`config.mk`:
```
export PLATFORM = sky130hd
export DESIGN_NAME = touch_baseline_detector
export DESIGN_NICKNAME = d
export VERILOG_FILES = /design/src/rtl/tbd_pkg.sv /design/src/rtl/tbd_lane.sv /design/src/rtl/touch_baseline_detector.sv
export SDC_FILE = /design/constraint.sdc
export NUM_CORES = 1
export LEC_CHECK = 0
export BUFFER_PORTS_ARGS = -buffer_cell sky130_fd_sc_hd__buf_2
export CAP_MARGIN = 40
export CORE_MARGIN = 2
export CORE_UTILIZATION = 30
export CTS_BUF_LIST = sky130_fd_sc_hd__clkbuf_16
export DETAILED_ROUTE_END_ITERATION = 6
export GPL_TIMING_DRIVEN = 0
export PLACE_DENSITY_LB_ADDON = 0.15
export SLEW_MARGIN = 5
export SYNTH_ARGS = -nofsm -noshare
export SYNTH_HDL_FRONTEND = slang
export SYNTH_SLANG_ARGS = --single-unit
```
`constraint.sdc`:
```
create_clock -name clk_i -period 5.74 [get_ports clk_i]
set_input_delay 0.287 -clock clk_i [delete_from_list [all_inputs] [get_ports clk_i]]
set_output_delay 0.287 -clock clk_i [all_outputs]
set_load 0.005 [all_outputs]
```
`src/rtl/tbd_pkg.sv`:
```
// shared types and constants of the touch baseline detector
package tbd_pkg;

  localparam int unsigned CountW   = 14;  // width of one group count
  localparam int unsigned ThreshW  = 14;  // width of the on threshold
  localparam int unsigned MaskW    = 32;  // one bit per channel
  localparam int unsigned PhaseW   = 2;   // io phase field
  localparam int unsigned ChanIdxW = 5;   // channel id
  localparam int unsigned MaxGroups = 8;  // count fields in one request
  localparam int unsigned InDataW  = MaxGroups * CountW;
  localparam int unsigned OutDataW = 72;  // 67 payload bits padded to bytes
  localparam int unsigned PaddrW   = 3;

  // register select, taken from the word address bit of paddr
  localparam logic RegEnable = 1'b0;
  localparam logic RegThresh = 1'b1;

  typedef struct packed {
    logic               adv;  // request moves to the result register
    logic               en;   // channel at the current phase is enabled
    logic [ThreshW-1:0] thr;
  } lane_ctl_t;

  typedef struct packed {
    logic upd;      // baseline captured, active bit gets rewritten
    logic touched;  // drop below baseline exceeds the threshold
  } lane_res_t;

endpackage

```
`src/rtl/tbd_lane.sv`:
```
// one group lane: baseline storage per io position and the touch compare
module tbd_lane #(
  parameter int unsigned IOS_PER_GROUP = 4
) (
  input  logic                                   clk_i,
  input  logic                                   rst_ni,
  input  tbd_pkg::lane_ctl_t                     ctl_i,
  input  logic [(IOS_PER_GROUP > 1 ? $clog2(IOS_PER_GROUP) : 1)-1:0] idx_i,
  input  logic [tbd_pkg::CountW-1:0]             count_i,
  output tbd_pkg::lane_res_t                     res_o
);
  import tbd_pkg::*;

  logic [CountW-1:0] base_q [IOS_PER_GROUP];
  logic [CountW-1:0] base_cur;
  logic              captured;
  logic [CountW:0]   count_plus_thr;

  assign base_cur = base_q[idx_i];
  assign captured = (base_cur != '0);

  // baseline - count > thr  <=>  count + thr < baseline
  assign count_plus_thr = {1'b0, count_i} + {1'b0, ctl_i.thr};

  assign res_o.upd     = ctl_i.en && captured;
  assign res_o.touched = count_plus_thr < {1'b0, base_cur};

  // a zero count leaves the entry uncaptured, so capture retries next time
  always_ff @(posedge clk_i or negedge rst_ni) begin
    if (!rst_ni) begin
      for (int i = 0; i < IOS_PER_GROUP; i++) begin
        base_q[i] <= '0;
      end
    end else if (ctl_i.adv && ctl_i.en && !captured) begin
      base_q[idx_i] <= count_i;
    end
  end

endmodule

```
`src/rtl/touch_baseline_detector.sv`:
```
// touch_baseline_detector: baseline capture and threshold touch detection
//
// Input stream (s_axis): one request per end-of-acquisition event, carrying the
// counts of all groups for the io position currently scanned. Output stream
// (m_axis): one result per request with the active mask, the channel mask and
// phase of the next scan and a start flag. Channel id = phase + group * ios.
// An APB port holds the enable mask (0x0) and the on threshold (0x4); write it
// only while no request is in flight.
// A request is registered on accept and evaluated against the baselines once
// the result register is free or drained, when baselines, active bits and
// phase are updated and the result register loaded.
// Throughput is one request per cycle while the receiver does not stall; the
// input register feeds the result register directly.
// If the receiver stalls, one result waits in the result register and one more
// request is held in the input register; after that s_axis_tready_o drops.
// Reset clears all baselines (not captured), active bits, the phase, the
// enable mask and sets the threshold to 10.
module touch_baseline_detector #(
  parameter int unsigned NUM_GROUPS    = 8,
  parameter int unsigned IOS_PER_GROUP = 4
) (
  input  logic                          clk_i,
  input  logic                          rst_ni,
  // s_axis_tdata_i: count_group0 .. count_group7, 14 bits each, from bit 0 up
  input  logic                          s_axis_tvalid_i,
  output logic                          s_axis_tready_o,
  input  logic [tbd_pkg::InDataW-1:0]   s_axis_tdata_i,
  // m_axis_tdata_o: active_mask[31:0], next_channel_mask[63:32],
  // start_next[64], next_phase[66:65], zero padding[71:67]
  output logic                          m_axis_tvalid_o,
  input  logic                          m_axis_tready_i,
  output logic [tbd_pkg::OutDataW-1:0]  m_axis_tdata_o,
  input  logic                          psel_i,
  input  logic                          penable_i,
  input  logic                          pwrite_i,
  input  logic [tbd_pkg::PaddrW-1:0]    paddr_i,
  input  logic [31:0]                   pwdata_i,
  output logic [31:0]                   prdata_o,
  output logic                          pready_o
);
  import tbd_pkg::*;

  localparam int unsigned IdxW = (IOS_PER_GROUP > 1) ? $clog2(IOS_PER_GROUP) : 1;

  // configuration
  logic [MaskW-1:0]   enable_q;
  logic [ThreshW-1:0] thresh_q;
  logic               cfg_wr;

  assign pready_o = 1'b1;
  assign cfg_wr   = psel_i && penable_i && pwrite_i;

  always_ff @(posedge clk_i or negedge rst_ni) begin
    if (!rst_ni) begin
      enable_q <= '0;
      thresh_q <= ThreshW'(10);
    end else if (cfg_wr) begin
      unique case (paddr_i[2])
        RegEnable: enable_q <= pwdata_i;
        RegThresh: thresh_q <= pwdata_i[ThreshW-1:0];
        default: ;
      endcase
    end
  end

  always_comb begin
    unique case (paddr_i[2])
      RegEnable: prdata_o = enable_q;
      RegThresh: prdata_o = {{(32-ThreshW){1'b0}}, thresh_q};
      default:   prdata_o = '0;
    endcase
  end

  // input register
  logic              in_valid_q;
  logic [CountW-1:0] in_count_q [NUM_GROUPS];
  logic              adv;
  logic              out_valid_q;

  assign adv             = in_valid_q && (!out_valid_q || m_axis_tready_i);
  assign s_axis_tready_o = !in_valid_q || adv;

  always_ff @(posedge clk_i or negedge rst_ni) begin
    if (!rst_ni) begin
      in_valid_q <= 1'b0;
    end else if (s_axis_tready_o) begin
      in_valid_q <= s_axis_tvalid_i;
    end
  end

  always_ff @(posedge clk_i) begin
    if (s_axis_tvalid_i && s_axis_tready_o) begin
      for (int g = 0; g < NUM_GROUPS; g++) begin
        in_count_q[g] <= s_axis_tdata_i[g*CountW +: CountW];
      end
    end
  end

  // state
  logic [MaskW-1:0]  active_q, active_d;
  logic [PhaseW-1:0] phase_q, phase_d;

  // group lanes
  logic [ChanIdxW-1:0] chan_id [NUM_GROUPS];
  lane_ctl_t           lane_ctl [NUM_GROUPS];
  lane_res_t           lane_res [NUM_GROUPS];

  for (genvar g = 0; g < NUM_GROUPS; g++) begin : g_lane
    assign chan_id[g]      = ChanIdxW'(g * IOS_PER_GROUP) + ChanIdxW'(phase_q);
    assign lane_ctl[g].adv = adv;
    assign lane_ctl[g].en  = enable_q[chan_id[g]];
    assign lane_ctl[g].thr = thresh_q;

    tbd_lane #(
      .IOS_PER_GROUP(IOS_PER_GROUP)
    ) u_lane (
      .clk_i  (clk_i),
      .rst_ni (rst_ni),
      .ctl_i  (lane_ctl[g]),
      .idx_i  (phase_q[IdxW-1:0]),
      .count_i(in_count_q[g]),
      .res_o  (lane_res[g])
    );
  end

  logic [MaskW-1:0] pattern;

  always_comb begin
    active_d = active_q;
    for (int g = 0; g < NUM_GROUPS; g++) begin
      if (lane_res[g].upd) begin
        active_d[chan_id[g]] = lane_res[g].touched;
      end
    end

    if ((32'(phase_q) + 32'd1 < IOS_PER_GROUP) && (phase_q != PhaseW'(3))) begin
      phase_d = phase_q + PhaseW'(1);
    end else begin
      phase_d = '0;
    end

    pattern = '0;
    for (int g = 0; g < NUM_GROUPS; g++) begin
      pattern[ChanIdxW'(g * IOS_PER_GROUP) + ChanIdxW'(phase_d)] = 1'b1;
    end
  end

  always_ff @(posedge clk_i or negedge rst_ni) begin
    if (!rst_ni) begin
      active_q <= '0;
      phase_q  <= '0;
    end else if (adv) begin
      active_q <= active_d;
      phase_q  <= phase_d;
    end
  end

  // result register
  logic [OutDataW-1:0] out_data_q;

  always_ff @(posedge clk_i or negedge rst_ni) begin
    if (!rst_ni) begin
      out_valid_q <= 1'b0;
    end else if (adv) begin
      out_valid_q <= 1'b1;
    end else if (m_axis_tready_i) begin
      out_valid_q <= 1'b0;
    end
  end

  always_ff @(posedge clk_i) begin
    if (adv) begin
      out_data_q <= {{(OutDataW-2*MaskW-PhaseW-1){1'b0}}, phase_d, (enable_q != '0),
                     pattern & enable_q, active_d};
    end
  end

  assign m_axis_tvalid_o = out_valid_q;
  assign m_axis_tdata_o  = out_data_q;

  // checks
  a_phase_range: assert property (@(posedge clk_i) disable iff (!rst_ni)
    32'(phase_q) < IOS_PER_GROUP)
    else $error("io phase out of range");

  a_full_stall: assert property (@(posedge clk_i) disable iff (!rst_ni)
    (in_valid_q && out_valid_q && !m_axis_tready_i) |-> !s_axis_tready_o)
    else $error("request accepted with both stages full");

  a_result_phase: assert property (@(posedge clk_i) disable iff (!rst_ni)
    adv |=> (m_axis_tdata_o[2*MaskW+1 +: PhaseW] == phase_q))
    else $error("result phase differs from stored phase");

  a_result_active: assert property (@(posedge clk_i) disable iff (!rst_ni)
    adv |=> (m_axis_tdata_o[MaskW-1:0] == active_q))
    else $error("result active mask differs from stored active bits");

endmodule
```
# After elaboration in Yosys (flattened, before gate mapping)
# Memory sizes are Yosys's and may differ from the RTL's.
# Cells that the tools add are included.
[totals] memories=1 in_bits=154 rom_bits=0 output_inout_bits=107 ff_bits=597 mem_bits_rw=112 elab_cells=292 latchBits=0
[memory_table] name="in_count_q" depth=8 word_bits=14 rd=8 rd_ports_with_merged_regs=0 wr=8 line_no="touch_baseline_detector.sv:76" text="logic [CountW-1:0] in_count_q [NUM_GROUPS];"
[op_classes] mux=104 div=0 add_sub_neg=24 n_reduce_logical=70 bitwise=10 n_mul=0 eq_ne=1 shift=0 n_lt_le_gt_ge=43
[op_table] cell="$bwmux 56" count=8
[op_table] cell="$bwmux 32" count=8
[op_table] cell="$mux 32" count=8
[op_table] cell="$mux 14" count=17
[op_table] cell="$bmux 14 s2" count=8
[op_table] cell="$or 32x32->32" count=6
[op_table] cell="$add 14x14->15" count=8
[op_table] cell="$lt 15x14->1" count=8
[op_table] cell="$reduce_bool 14->1" count=8
[op_table] cell="$lt 5x6->1 const B" count=12
[op_table] cell="$demux 1 s5" count=14
[op_table] cell="$pmux 32 s2" count=1
[op_table] cell="$ge 5x1->1 const B" count=12
[op_table] cell="$logic_and 1x1->1" count=46
[op_table] cell="$bmux 1 s5" count=7
[op_table] cell="$and 32x32->32" count=1
[op_table] cell="$or 4x32->32" count=1
[op_table] cell="$reduce_bool 32->1" count=1
[op_table] cell="$demux 14 s2" count=1
[op_table] cell="$mux 1" count=28
[op_table] cell="$add 4x2->5 const A" count=4
[op_table] cell="$add 5x2->5 const A" count=4
[op_table] cell="$lt 2x6->1 const B" count=2
[op_table] cell="$lt 4x6->1 const B" count=2
[op_table] cell="20 further kinds" count=37

# Longest topological paths before layout
# Gate-level depths: netlist of run 1.
[logic_depth] word_depth=21 depth_mapped=16 mapped_depth_nobuf=16

# Hierarchy
# A second synthesis of run 1 with hierarchy kept.
[hier_totals] cells_unflattened=2796 hier_area_um2=36959.2
[by_module_without_submodules] module="tbd_lane (g_lane[0].u_lane ...)" n_inst=5 cells_each=280 area_per_inst_um2=3343.2 seq_area_each_um2=1401.3
[by_module_without_submodules] module="touch_baseline_detector" n_inst=1 cells_each=535 area_per_inst_um2=10033.4 seq_area_each_um2=7429.6
[by_module_without_submodules] module="tbd_lane (g_lane[2].u_lane)" n_inst=1 cells_each=294 area_per_inst_um2=3452.1 seq_area_each_um2=1401.3
[by_module_without_submodules] module="tbd_lane (g_lane[6].u_lane)" n_inst=1 cells_each=283 area_per_inst_um2=3382.0 seq_area_each_um2=1401.3
[by_module_without_submodules] module="tbd_lane (g_lane[7].u_lane)" n_inst=1 cells_each=284 area_per_inst_um2=3375.7 seq_area_each_um2=1401.3

# Worst setup path after synthesis of run 1
# No wires, ideal clock.
[synth_path] path_type="register to register" start="reg out_valid_q (netlist: m_axis_tvalid_o)" end="reg g_lane[2].u_lane.base_q[45] (netlist bit)" setup_time_ns=0.125 path_slack_ns=1.179 arrival_ns=4.436 period_less_slack_ns=4.561 stages_incl_launch_ff=9 n_path_buf=3 cell_sequence="dfrtp_1 -> nand2b_1 -> and2_1 -> clkbuf_1 -> nand2_1 -> clkbuf_1 -> nor2_2 -> buf_2 -> mux2_2"
[synth_via] elab_chain_len=5
[synth_rtl] element="from (decl)" line_no="touch_baseline_detector.sv:78" text="logic out_valid_q;"
[synth_rtl] element="from (signal assigned)" line_no="touch_baseline_detector.sv:163" text="out_valid_q <= 1'b0;"
[synth_rtl] element="from (signal assigned)" line_no="touch_baseline_detector.sv:165" text="out_valid_q <= 1'b1;"
[synth_rtl] element="from (signal assigned)" line_no="touch_baseline_detector.sv:167" text="out_valid_q <= 1'b0;"
[synth_rtl] element="$logic_not 1->1" line_no="touch_baseline_detector.sv:80" text="assign adv = in_valid_q && (!out_valid_q || m_axis_tready_i);"
[synth_rtl] element="$logic_or 1x1->1" line_no="touch_baseline_detector.sv:80"
[synth_rtl] element="$logic_and 1x1->1" line_no="touch_baseline_detector.sv:80"
[synth_rtl] element="via adv" line_no="touch_baseline_detector.sv:77" text="logic adv;"
[synth_rtl] element="$logic_and 1x1->1 (2 in series)" line_no="tbd_lane.sv:34" text="end else if (ctl_i.adv && ctl_i.en && !captured) begin"
[synth_rtl] element="to (signal, indexed assignment)" line_no="tbd_lane.sv:35" text="base_q[idx_i] <= count_i;"
[synth_rtl] element="to (decl)" line_no="tbd_lane.sv:14" text="logic [CountW-1:0] base_q [IOS_PER_GROUP];"
# The timed path passes the listed nets, and every way through them passes these cells.
# A chain may end at the register's enable or synchronous reset.

# Worst setup path in the final report of run 1
[layout_path] start="reg thresh_q[1]" end="reg out_data_q[8] (netlist: m_axis_tdata_o[8]), data pin"
[layout_via] elab_chain_len=18 word_cells_on_any_way=32 cone_classes="add/sub: 8; order compare: 8; mux: 16"
[layout_rtl] element="from (decl)" line_no="touch_baseline_detector.sv:47" text="logic [ThreshW-1:0] thresh_q;"
[layout_rtl] element="from (signal assigned)" line_no="touch_baseline_detector.sv:56" text="thresh_q <= ThreshW'(10);"
[layout_rtl] element="from (signal assigned)" line_no="touch_baseline_detector.sv:60" text="RegThresh: thresh_q <= pwdata_i[ThreshW-1:0];"
[layout_rtl] element="$add 14x14->15" line_no="tbd_lane.sv:23" text="assign count_plus_thr = {1'b0, count_i} + {1'b0, ctl_i.thr};"
[layout_rtl] element="$lt 15x14->1" line_no="tbd_lane.sv:26" text="assign res_o.touched = count_plus_thr < {1'b0, base_cur};"
[layout_rtl] element="$bwmux 32" line_no="touch_baseline_detector.sv:132" text="active_d[chan_id[g]] = lane_res[g].touched;"
[layout_rtl] element="$mux 32" line_no="touch_baseline_detector.sv:131" text="if (lane_res[g].upd) begin"
[layout_rtl] element="$bwmux 32" line_no="touch_baseline_detector.sv:132"
[layout_rtl] element="$mux 32" line_no="touch_baseline_detector.sv:131"
[layout_rtl] element="$bwmux 32" line_no="touch_baseline_detector.sv:132"
[layout_rtl] element="$mux 32" line_no="touch_baseline_detector.sv:131"
[layout_rtl] element="[... 3 more ...]"
[layout_rtl] element="$mux 32" line_no="touch_baseline_detector.sv:131"
[layout_rtl] element="$bwmux 32" line_no="touch_baseline_detector.sv:132"
[layout_rtl] element="$mux 32" line_no="touch_baseline_detector.sv:131"
[layout_rtl] element="$bwmux 32" line_no="touch_baseline_detector.sv:132"
[layout_rtl] element="$mux 32" line_no="touch_baseline_detector.sv:131"
[layout_rtl] element="$bwmux 32" line_no="touch_baseline_detector.sv:132"
[layout_rtl] element="$mux 32 (*)" line_no="touch_baseline_detector.sv:131"
[layout_rtl] element="via active_d[8]" line_no="touch_baseline_detector.sv:100" text="logic [MaskW-1:0] active_q, active_d;"
[layout_rtl] element="to (signal assigned)" line_no="touch_baseline_detector.sv:173" text="out_data_q <= {{(OutDataW-2*MaskW-PhaseW-1){1'b0}}, phase_d, (enable_q != '0),"
[layout_rtl] element="to (decl)" line_no="touch_baseline_detector.sv:159" text="logic [OutDataW-1:0] out_data_q;"
# The timed path passes the listed nets; every way through them passes the cells marked *.

==> qor.yml, run 1 <==
fillerInstances: 12000
track_usage_pct: 18.8
core-area_mm2: 0.123
drive_gt1_share_pct: 34.0
cap_viol_max_count: 0
first_global_vias: 25400
p_sw_mw: 8.40
swShare_pct: 36.7
max_slew_margin_pct: 36.0
timing.final.crit_period_ns: 5.04
place_congestion: 0.806
cp_data_required_time_ns: 6.24
synthTopCellsByArea: "dfrtp_1 36%, mux2_2 16%, edfxtp_1 14%, ha_1 7.5%, mux4_2 7.3%"
yosysWarningCount: 0
postRouteAntennaNets: 0
syn_area_mm2: 0.0372
finalMaxSlewViolations: 0
htreeDepth: 3
startpoint: "thresh_q[1]$_DFFE_PN1P_"
wirelength_um: 120000
grt_max_degree: 106
finalHoldViolations: 0
antenna_found_initial: 5
area_growth_pct: 22.2
hold_buffers: 148
critical_path.startpoint_type: "flop"
hold_ws_ns: 0.146
synth_compound_gate_area_share_pct: 5.45
start_util_pct: 30.2
fin_crit_sh_pct: 87.8
hp-class: "input port to async pin"
io_pins: 261
first_pass_iters: 7
path_clk_slew_ns: 0.06
r2r_start: "thresh_q[1]$_DFFE_PN1P_"
die_w_um: 356
internal_power_mw: 14.5
clockBufferDepth: 3
p_clk_share_pct: 24.3
syn_inst: 2780
cts_sinks: 709
die_area_mm2: 0.127
row_count: 129
netlist-cell-type-count: 73
drtIter0Drc: 1419
vias: 24600
drc: 0
cts_root_buf: "clkbuf_16"
ff_latch_area_mm2: 0.0186
powerDensity_mw_per_mm2: 503
viasPerCell: 4.91
max_freq_mhz: 199
tritoncts: "done"
async_flop_share_pct: 74.8
cts-resized-gates: 0
io_buffers: 251
setup_viol: 0
synth_top_area_share_pct: 35.5
grt_setup_unrepaired: "no"
synthSimpleGateAreaFrac_pct: 6.94
worst_slew_pin_slew_ns: 0.958
finalNetCount: 3684
wl_per_cell_um: 23.9
status: "finished, final reports clean"
dpl.hpwl_um: 84700
multi_input_area_mm2: 0.0174
finalCoreUtilization_pct: 36.9
setup_tns_ns: 0
gr-total-overflow: 0
grt_first_pass_wirelength_um: 176000
clk_latency_ns: 0.66
yosys.area_share.adder_pct: 7.89
die_h_um: 356
worst_setup_path_end_kind: "flop"
arrival_ns: 5.54
comb_power_share_pct: 41.5
critPathMaxFanout: 11
synth-seq-cells: 709
synth.avg_cell_area_um2: 13.4
totalPowerFinal_mw: 22.9
synth_top_family_by_area: "multiplexers"
postCtsSetupBuffers: 0
p_seq_share_pct: 34.1
ir_drop_uv: 348
critical_path_class: "flop to flop"
skew_ns: 0.0260
yosysSeqAreaShare_pct: 50.1
synth_area_leader_cell: "dfrtp_1"
p_leak_nw: 20.1
synth-main-ff-cell: "dfrtp_1"
cts_buffers: 89
synth_xor_area_share_pct: 1.88
synth_edf_count: 179
synth_mux_area_share_pct: 24.6
## layer usage
| layer | vias up | track usage (%) | wire (um) |
|---|---|---|---|
| li1 | 11400 | - | - |
| met1 | 12700 | 26.3 | 56700 |
| met2 | 483 | 31.1 | 56200 |
| met3 | 126 | 2.38 | 4370 |
| met4 | 0 | 4.57 | 2360 |
| met5 | - | 0 | 0 |
## power by group through the flow
stage          Combinational, mW  Sequential (mW)  Clock [mW]
6_report                    9.50             7.80        5.57
3_3_place_gp                9.23             7.96           0
5_1_grt                     10.5             7.99        5.95
2_1_floorplan               6.56             7.41           0
3_5_place_dp                9.50             7.91           0
4_1_cts                     9.63             7.82        5.75
## registers in the layout (all words and copies together) (netlist names)
register              flops
m_axis_tvalid_o           1
m_axis_tdata_o           67
phase_q                   2
in_valid_q                1
in_count_q              112
active_q                 32
g_lane.u_lane.base_q    448
enable_q                 32
thresh_q                 14
## critical path: stages, from the launching register on
cell and delay (ns):
dfstp_2 0.93, inv_1 0.36, buf_16 0.25, fa_1 0.46, nor2b_1 0.18, o31a_1 0.16, o21ai_0 0.11, a21oi_1 0.30
o41ai_1 0.13, xnor2_1 0.15, ha_1 0.30, a21oi_1 0.14, nor2b_1 0.06, a2111oi_0 0.30, o211ai_1 0.14, a211oi_1 0.38
buf_2 0.27, mux2_2 0.23
## cell usage after synthesis, drive strengths merged, types with 9 or more instances
cell type,n
clkbuf,31
nand3,24
a211oi,24
ha,222
a31oi,17
buf,58
nand4,26
and3,20
xnor2,62
nand2b,15
o21ai,52
nor2b,36
xor2,18
mux2,572
nor2,128
a21oi,112
dfrtp,528
nor4,37
edfxtp,179
nor3,20
o21bai,9
a21o,26
nand2,109
mux4,120
o211ai,11
and2,48
inv,169
o21a,17
## final cells by class
cell class                 count  area share (%)
antenna                        1         0.00550
buffer                        89            1.19
clock buffer                  96            5.28
clock inverter                72            1.05
inverter                     169            1.40
multi-input combinational   1817            38.4
sequential                   709            41.0
tap                         1637            4.51
timing repair buffer         425            7.19
## layout by cell type, fill, tap and decap left out, drive strengths merged, types with 5 or more instances in the layout
cell,count
a2111oi,6
a211oi,24
a21boi,6
a21o,26
a21oi,112
a31oi,17
and2,48
and3,20
buf,335
bufinv,6
clkbuf,127
clkinv,35
conb,6
dfrtp,528
dlygate4sd3,148
edfxtp,179
fa,8
ha,222
inv,196
mux2,572
mux4,120
nand2,109
nand2b,15
nand3,24
nand3b,5
nand4,26
nor2,128
nor2b,36
nor3,20
nor4,37
o211ai,11
o21a,17
o21ai,52
o21bai,9
o31a,5
o31ai,8
xnor2,62
xor2,18
## through the flow
step	std cells	cell area (um2)	setup WS [ns]
3_3_place_gp	4672	40500	-7.84
2_1_floorplan	2784	37200	1.18
5_1_grt	5014	45500	0.338
4_1_cts	5014	45500	0.638
6_report	5015	45500	0.703
3_5_place_dp	4698	41100	0.653
## final timing paths
kind                       cells past startpoint  slack [ns]                                      end
min in group clk_i                             3        0.24                  enable_q[0]$_DFFE_PN0P_
min                                            2        0.15                 enable_q[21]$_DFFE_PN0P_
max                                           17        0.70              m_axis_tdata_o[8]$_DFFE_PP_
max reg2reg                                   17        0.70              m_axis_tdata_o[8]$_DFFE_PP_
max in group asynchronous                      6        3.62  g_lane[2].u_lane.base_q[32]$_DFFE_PN0P_
min reg2reg                                    1        0.48  g_lane[0].u_lane.base_q[10]$_DFFE_PN0P_
## cells by family (layout without fill, tap and decap cells)
| family | after synthesis | count (layout) |
|---|---|---|
| multiplexers | 693 | 693 |
| AO/OA/AOI/OAI | 320 | 320 |
| other | 2 | 7 |
| buffers and inverters | 258 | 851 |
| AND/OR/NAND/NOR | 488 | 488 |
| flip-flops | 709 | 709 |
| XOR/XNOR | 80 | 80 |
| adder cells (fa/ha/maj) | 230 | 230 |
(Power assumes the default switching activity.)
==> run 2, diff against run 1 <==
==> constraint.sdc (replaced) <==
create_clock -name clk_i -period 4.82 [get_ports clk_i]
set_input_delay 0.241 -clock clk_i [delete_from_list [all_inputs] [get_ports clk_i]]
set_output_delay 0.241 -clock clk_i [all_outputs]
set_load 0.005 [all_outputs]
==> qor.yml, run 2 (synthesis gave the netlist of run 1 again) <==
status: "finished, final reports clean"
place_congestion: 0.806
swShare_pct: 36.8
timing.final.crit_period_ns: 4.67
place_area_mm2: 0.0411
drive_gt1_share_pct: 34.3
finalCoreUtilization_pct: 36.9
htreeDepth: 3
first_global_vias: 25400
internal_power_mw: 17.3
wl_per_cell_um: 23.9
design_area_mm2: 0.0455
ir_drop_uv: 416
p_leak_nw: 20.1
comb_power_share_pct: 41.7
slowest_stage: "clkbuf_2"
cap_viol_max_count: 0
critical_path.startpoint_type: "flop"
powerDensity_mw_per_mm2: 600
arrival_ns: 5.19
pre_cts_ws_ns: -0.267
max_freq_mhz: 214
hp-class: "input port to async pin"
grt_setup_unrepaired: "no"
clockBufferDepth: 3
vias: 24700
skew_ns: 0.0266
path_clk_slew_ns: 0.06
worst_slew_pin_slew_ns: 0.827
p_clk_share_pct: 24.3
startpoint: "phase_q[1]$_DFFE_PN0P_"
fin_crit_sh_pct: 96.9
totalPowerFinal_mw: 27.3
max_slew_margin_pct: 44.8
p_seq_share_pct: 34.0
drc: 0
critPathMaxFanout: 10
die_area_mm2: 0.127
p_sw_mw: 10.0
cts_buffers: 89
clk_latency_ns: 0.66
gr-total-overflow: 0
drtIter0Drc: 1349
viasPerCell: 4.91
finalHoldViolations: 0
path_cells: "buf_1 > clkbuf_2 > mux4_2 > nor4_1 > nand4_1 > nand2b_1 > nor2_1 > buf_4 > mux2_2"
first_pass_iters: 5
top_register: "g_lane.u_lane.base_q"
setup_viol: 0
worst_setup_path_end_kind: "flop"
antenna_found_initial: 6
cts_root_buf: "clkbuf_16"
largest_reg_flops: 448
crit_buf_inv: 3
io_buffers: 251
layout_setup_ws_ns: 0.148
track_usage_pct: 18.8
critical_path_class: "flop to flop"
slowest_delay_ns: 0.72
core-area_mm2: 0.123
setup_tns_ns: 0
grt_max_degree: 106
r2r_start: "phase_q[1]$_DFFE_PN0P_"
area_growth_pct: 22.4
cp_data_required_time_ns: 5.34
finalMaxSlewViolations: 0
start_util_pct: 30.2
grt_first_pass_wirelength_um: 175000
wirelength_um: 120000
io_pins: 261
die_h_um: 356
die_w_um: 356
dpl.hpwl_um: 84700
tritoncts: "done"
cts_sinks: 709
postRouteAntennaNets: 0
layout_common_cells: "519 x mux2_2, 519 x dfrtp_1, 269 x buf_2"
finalNetCount: 3687
row_count: 129
cpLargestDelayFamily: "simple AND/OR/NAND/NOR gates"
[run 2: final cells by class]
| class | instances | area (um2) |
|---|---|---|
| Antenna cell | 2 | 5.00 |
| Buffer | 88 | 538 |
| Clock buffer | 96 | 2400 |
| Clock inverter | 72 | 479 |
| Fill cell | 12000 | 77800 |
| Inverter | 169 | 638 |
| Multi-Input combinational cell | 1817 | 17500 |
| Sequential cell | 709 | 18700 |
| Tap cell | 1637 | 2050 |
| Timing Repair Buffer | 429 | 3300 |
[run 2: power groups by stage]
stage	clock [mW]	combinational [mW]	sequential, mW
2_1_floorplan	0	7.81	8.82
3_3_place_gp	0	11.0	9.48
3_5_place_dp	0	11.3	9.41
4_1_cts	6.85	11.5	9.32
5_1_grt	7.08	12.6	9.51
6_report	6.63	11.4	9.29
[run 2: timing repair]
item,4_1_cts,5_1_grt
hold endpoints to repair,272,0
setup buffers,0,4
hold buffers,148,0
pin swaps,0,0
setup endpoints to repair,80,72
gates resized for setup,4,13
[run 2: stage by stage]
stage / hold slack [ns] / instances
3_3_place_gp: 0.418 / 4672
3_5_place_dp: 0.203 / 4698
5_1_grt: 0.122 / 5017
4_1_cts: 0.0853 / 5014
2_1_floorplan: -0.0546 / 2784
6_report: 0.0965 / 5019
[run 2: routing by layer]
layer | track usage, % | share of wire, % | up-vias
met4 | 4.57 | 2.0 | 0
met1 | 26.3 | 48 | 12700
met3 | 2.38 | 3.6 | 121
met5 | 0 | 0 | -
met2 | 31.1 | 47 | 468
li1 | - | - | 11400
[run 2: final timing paths]
| path | slack (ns) | end | depth (start not counted) |
|---|---|---|---|
| min in group clk_i | 0.20 | enable_q[0]$_DFFE_PN0P_ | 3 |
| worst max-delay path | 0.15 | g_lane[6].u_lane.base_q[32]$_DFFE_PN0P_ | 9 |
| worst min-delay path | 0.1 | enable_q[21]$_DFFE_PN0P_ | 2 |
| max in group asynchronous | 2.74 | g_lane[2].u_lane.base_q[32]$_DFFE_PN0P_ | 6 |
| worst max register to register | 0.15 | g_lane[6].u_lane.base_q[32]$_DFFE_PN0P_ | 9 |
| worst min register to register | 0.48 | g_lane[0].u_lane.base_q[10]$_DFFE_PN0P_ | 1 |
[run 2: worst reg2reg max path: cells and delay by family (launching register included)]
| kind | cells | cell delay [ns] |
|---|---|---|
| flops | 1 | 0.51 |
| simple gates | 4 | 1.69 |
| buf+inv | 3 | 1.51 |
| mux | 2 | 0.83 |
==> run 3, diff against run 2 <==
==> constraint.sdc (replaced) <==
create_clock -name clk_i -period 4.9 [get_ports clk_i]
set_input_delay 0.245 -clock clk_i [delete_from_list [all_inputs] [get_ports clk_i]]
set_output_delay 0.245 -clock clk_i [all_outputs]
set_load 0.005 [all_outputs]
==> qor.yml, run 3 (synthesis gave the netlist of run 1 again) <==
status: "finished, final reports clean"
top_register: "g_lane.u_lane.base_q"
die_area_mm2: 0.127
track_usage_pct: 18.8
ir_drop_uv: 408
largest_reg_flops: 448
wirelength_um: 120000
p_clk_share_pct: 24.3
io_pins: 261
comb_power_share_pct: 41.6
rr_worst_depth: 12
pre_cts_ws_ns: -0.187
cp_data_required_time_ns: 5.42
p_sw_mw: 9.85
cts_root_buf: "clkbuf_16"
area_growth_pct: 22.3
drc: 0
timing.final.crit_period_ns: 4.64
finalHoldViolations: 0
start_util_pct: 30.2
place_congestion: 0.806
gr-total-overflow: 0
vias: 24700
place_area_mm2: 0.0411
antenna_found_initial: 5
clockBufferDepth: 3
dp_cells: 4698
cap_viol_max_count: 0
core-area_mm2: 0.123
fin_crit_sh_pct: 94.7
powerDensity_mw_per_mm2: 589
row_count: 129
finalNetCount: 3687
viasPerCell: 4.92
hold_ws_ns: 0.101
io_buffers: 251
critical_path.startpoint_type: "flop"
r2r_setup_slack_ns: 0.26
dpl.hpwl_um: 84700
htreeDepth: 3
fillerInstances: 12000
p_seq_share_pct: 34.0
layout_setup_ws_ns: 0.261
clk_latency_ns: 0.66
drtIter0Drc: 1459
swShare_pct: 36.7
first_pass_iters: 5
wl_per_cell_um: 23.8
worst_slew_pin_slew_ns: 0.834
final_cells: 5019
critPathMaxFanout: 10
die_h_um: 356
internal_power_mw: 17.0
layout_common_cells: "520 x dfrtp_1, 519 x mux2_2, 268 x buf_2"
cts_sinks: 709
r2r-end: "g_lane[2].u_lane.base_q[32]$_DFFE_PN0P_"
max_freq_mhz: 216
arrival_ns: 5.16
tritoncts: "done"
grt_first_pass_wirelength_um: 175000
grt_setup_unrepaired: "no"
critical_path_class: "flop to flop"
skew_ns: 0.0273
cts_buffers: 89
max_slew_margin_pct: 44.4
grt_max_degree: 106
design_area_mm2: 0.0455
die_w_um: 356
first_global_vias: 25400
setup_tns_ns: 0
drive_gt1_share_pct: 34.3
worst_setup_path_end_kind: "flop"
hp-class: "input port to async pin"
postRouteAntennaNets: 0
final_common_cell: "dfrtp_1"
finalCoreUtilization_pct: 36.9
finalMaxSlewViolations: 0
r2r_start: "phase_q[1]$_DFFE_PN0P_"
setup_viol: 0
path_clk_slew_ns: 0.06
p_leak_nw: 20.1
totalPowerFinal_mw: 26.8
## run 3: worst max-delay path by stage
stage / end / startpoint
after floorplan: g_lane[2].u_lane.base_q[45]$_DFFE_PN0P_ / m_axis_tvalid_o$_DFFE_PN0P_
after CTS: m_axis_tdata_o[8]$_DFFE_PP_ / thresh_q[1]$_DFFE_PN1P_
after global placement: g_lane[3].u_lane.base_q[22]$_DFFE_PN0P_ / rst_ni
after detailed placement: m_axis_tdata_o[8]$_DFFE_PP_ / thresh_q[1]$_DFFE_PN1P_
after global routing: g_lane[2].u_lane.base_q[49]$_DFFE_PN0P_ / phase_q[1]$_DFFE_PN0P_
final: g_lane[2].u_lane.base_q[32]$_DFFE_PN0P_ / phase_q[1]$_DFFE_PN0P_
## run 3: power by group through the flow
stage	registers (mW)	logic (mW)	clock network (mW)
4_1_cts	9.16	11.3	6.73
2_1_floorplan	8.68	7.68	0
3_5_place_dp	9.26	11.1	0
5_1_grt	9.36	12.4	6.97
6_report	9.13	11.2	6.53
3_3_place_gp	9.33	10.8	0
## run 3: area by class of cell
cell class                 instances  area, um2  area share, %
clock buffer                      96       2400           5.28
sequential                       709      18700           41.0
inverter                         169        638           1.40
buffer                            89        542           1.19
clock inverter                    72        479           1.05
multi-input combinational       1817      17500           38.4
antenna                            2       5.00         0.0110
timing repair buffer             428       3290           7.23
tap                             1637       2050           4.50
## run 3: what timing repair did
item | in CTS | in global routing
hold buffers | 148 | 0
resized for setup | 3 | 8
setup endpoints to repair | 56 | 38
setup buffers | 0 | 3
hold endpoints to repair | 272 | 0
## run 3: metal layers
layer | GRT usage (%) | up-vias | routed length (um)
met5 | 0 | - | 0
met3 | 2.38 | 118 | 4240
met2 | 31.1 | 477 | 56300
met1 | 26.3 | 12700 | 56900
li1 | - | 11400 | -
met4 | 4.57 | 0 | 2320
## run 3: worst max-delay path: stages, from the launching register on
cell      delay [ns]
dfrtp_1         0.52
buf_1           0.46
clkbuf_2        0.66
buf_2           0.45
inv_1           0.16
ha_1            0.21
clkbuf_1        0.14
buf_6           0.18
nand2_1         0.45
clkbuf_2        0.46
nor2_2          0.16
buf_2           0.27
mux2_1          0.35
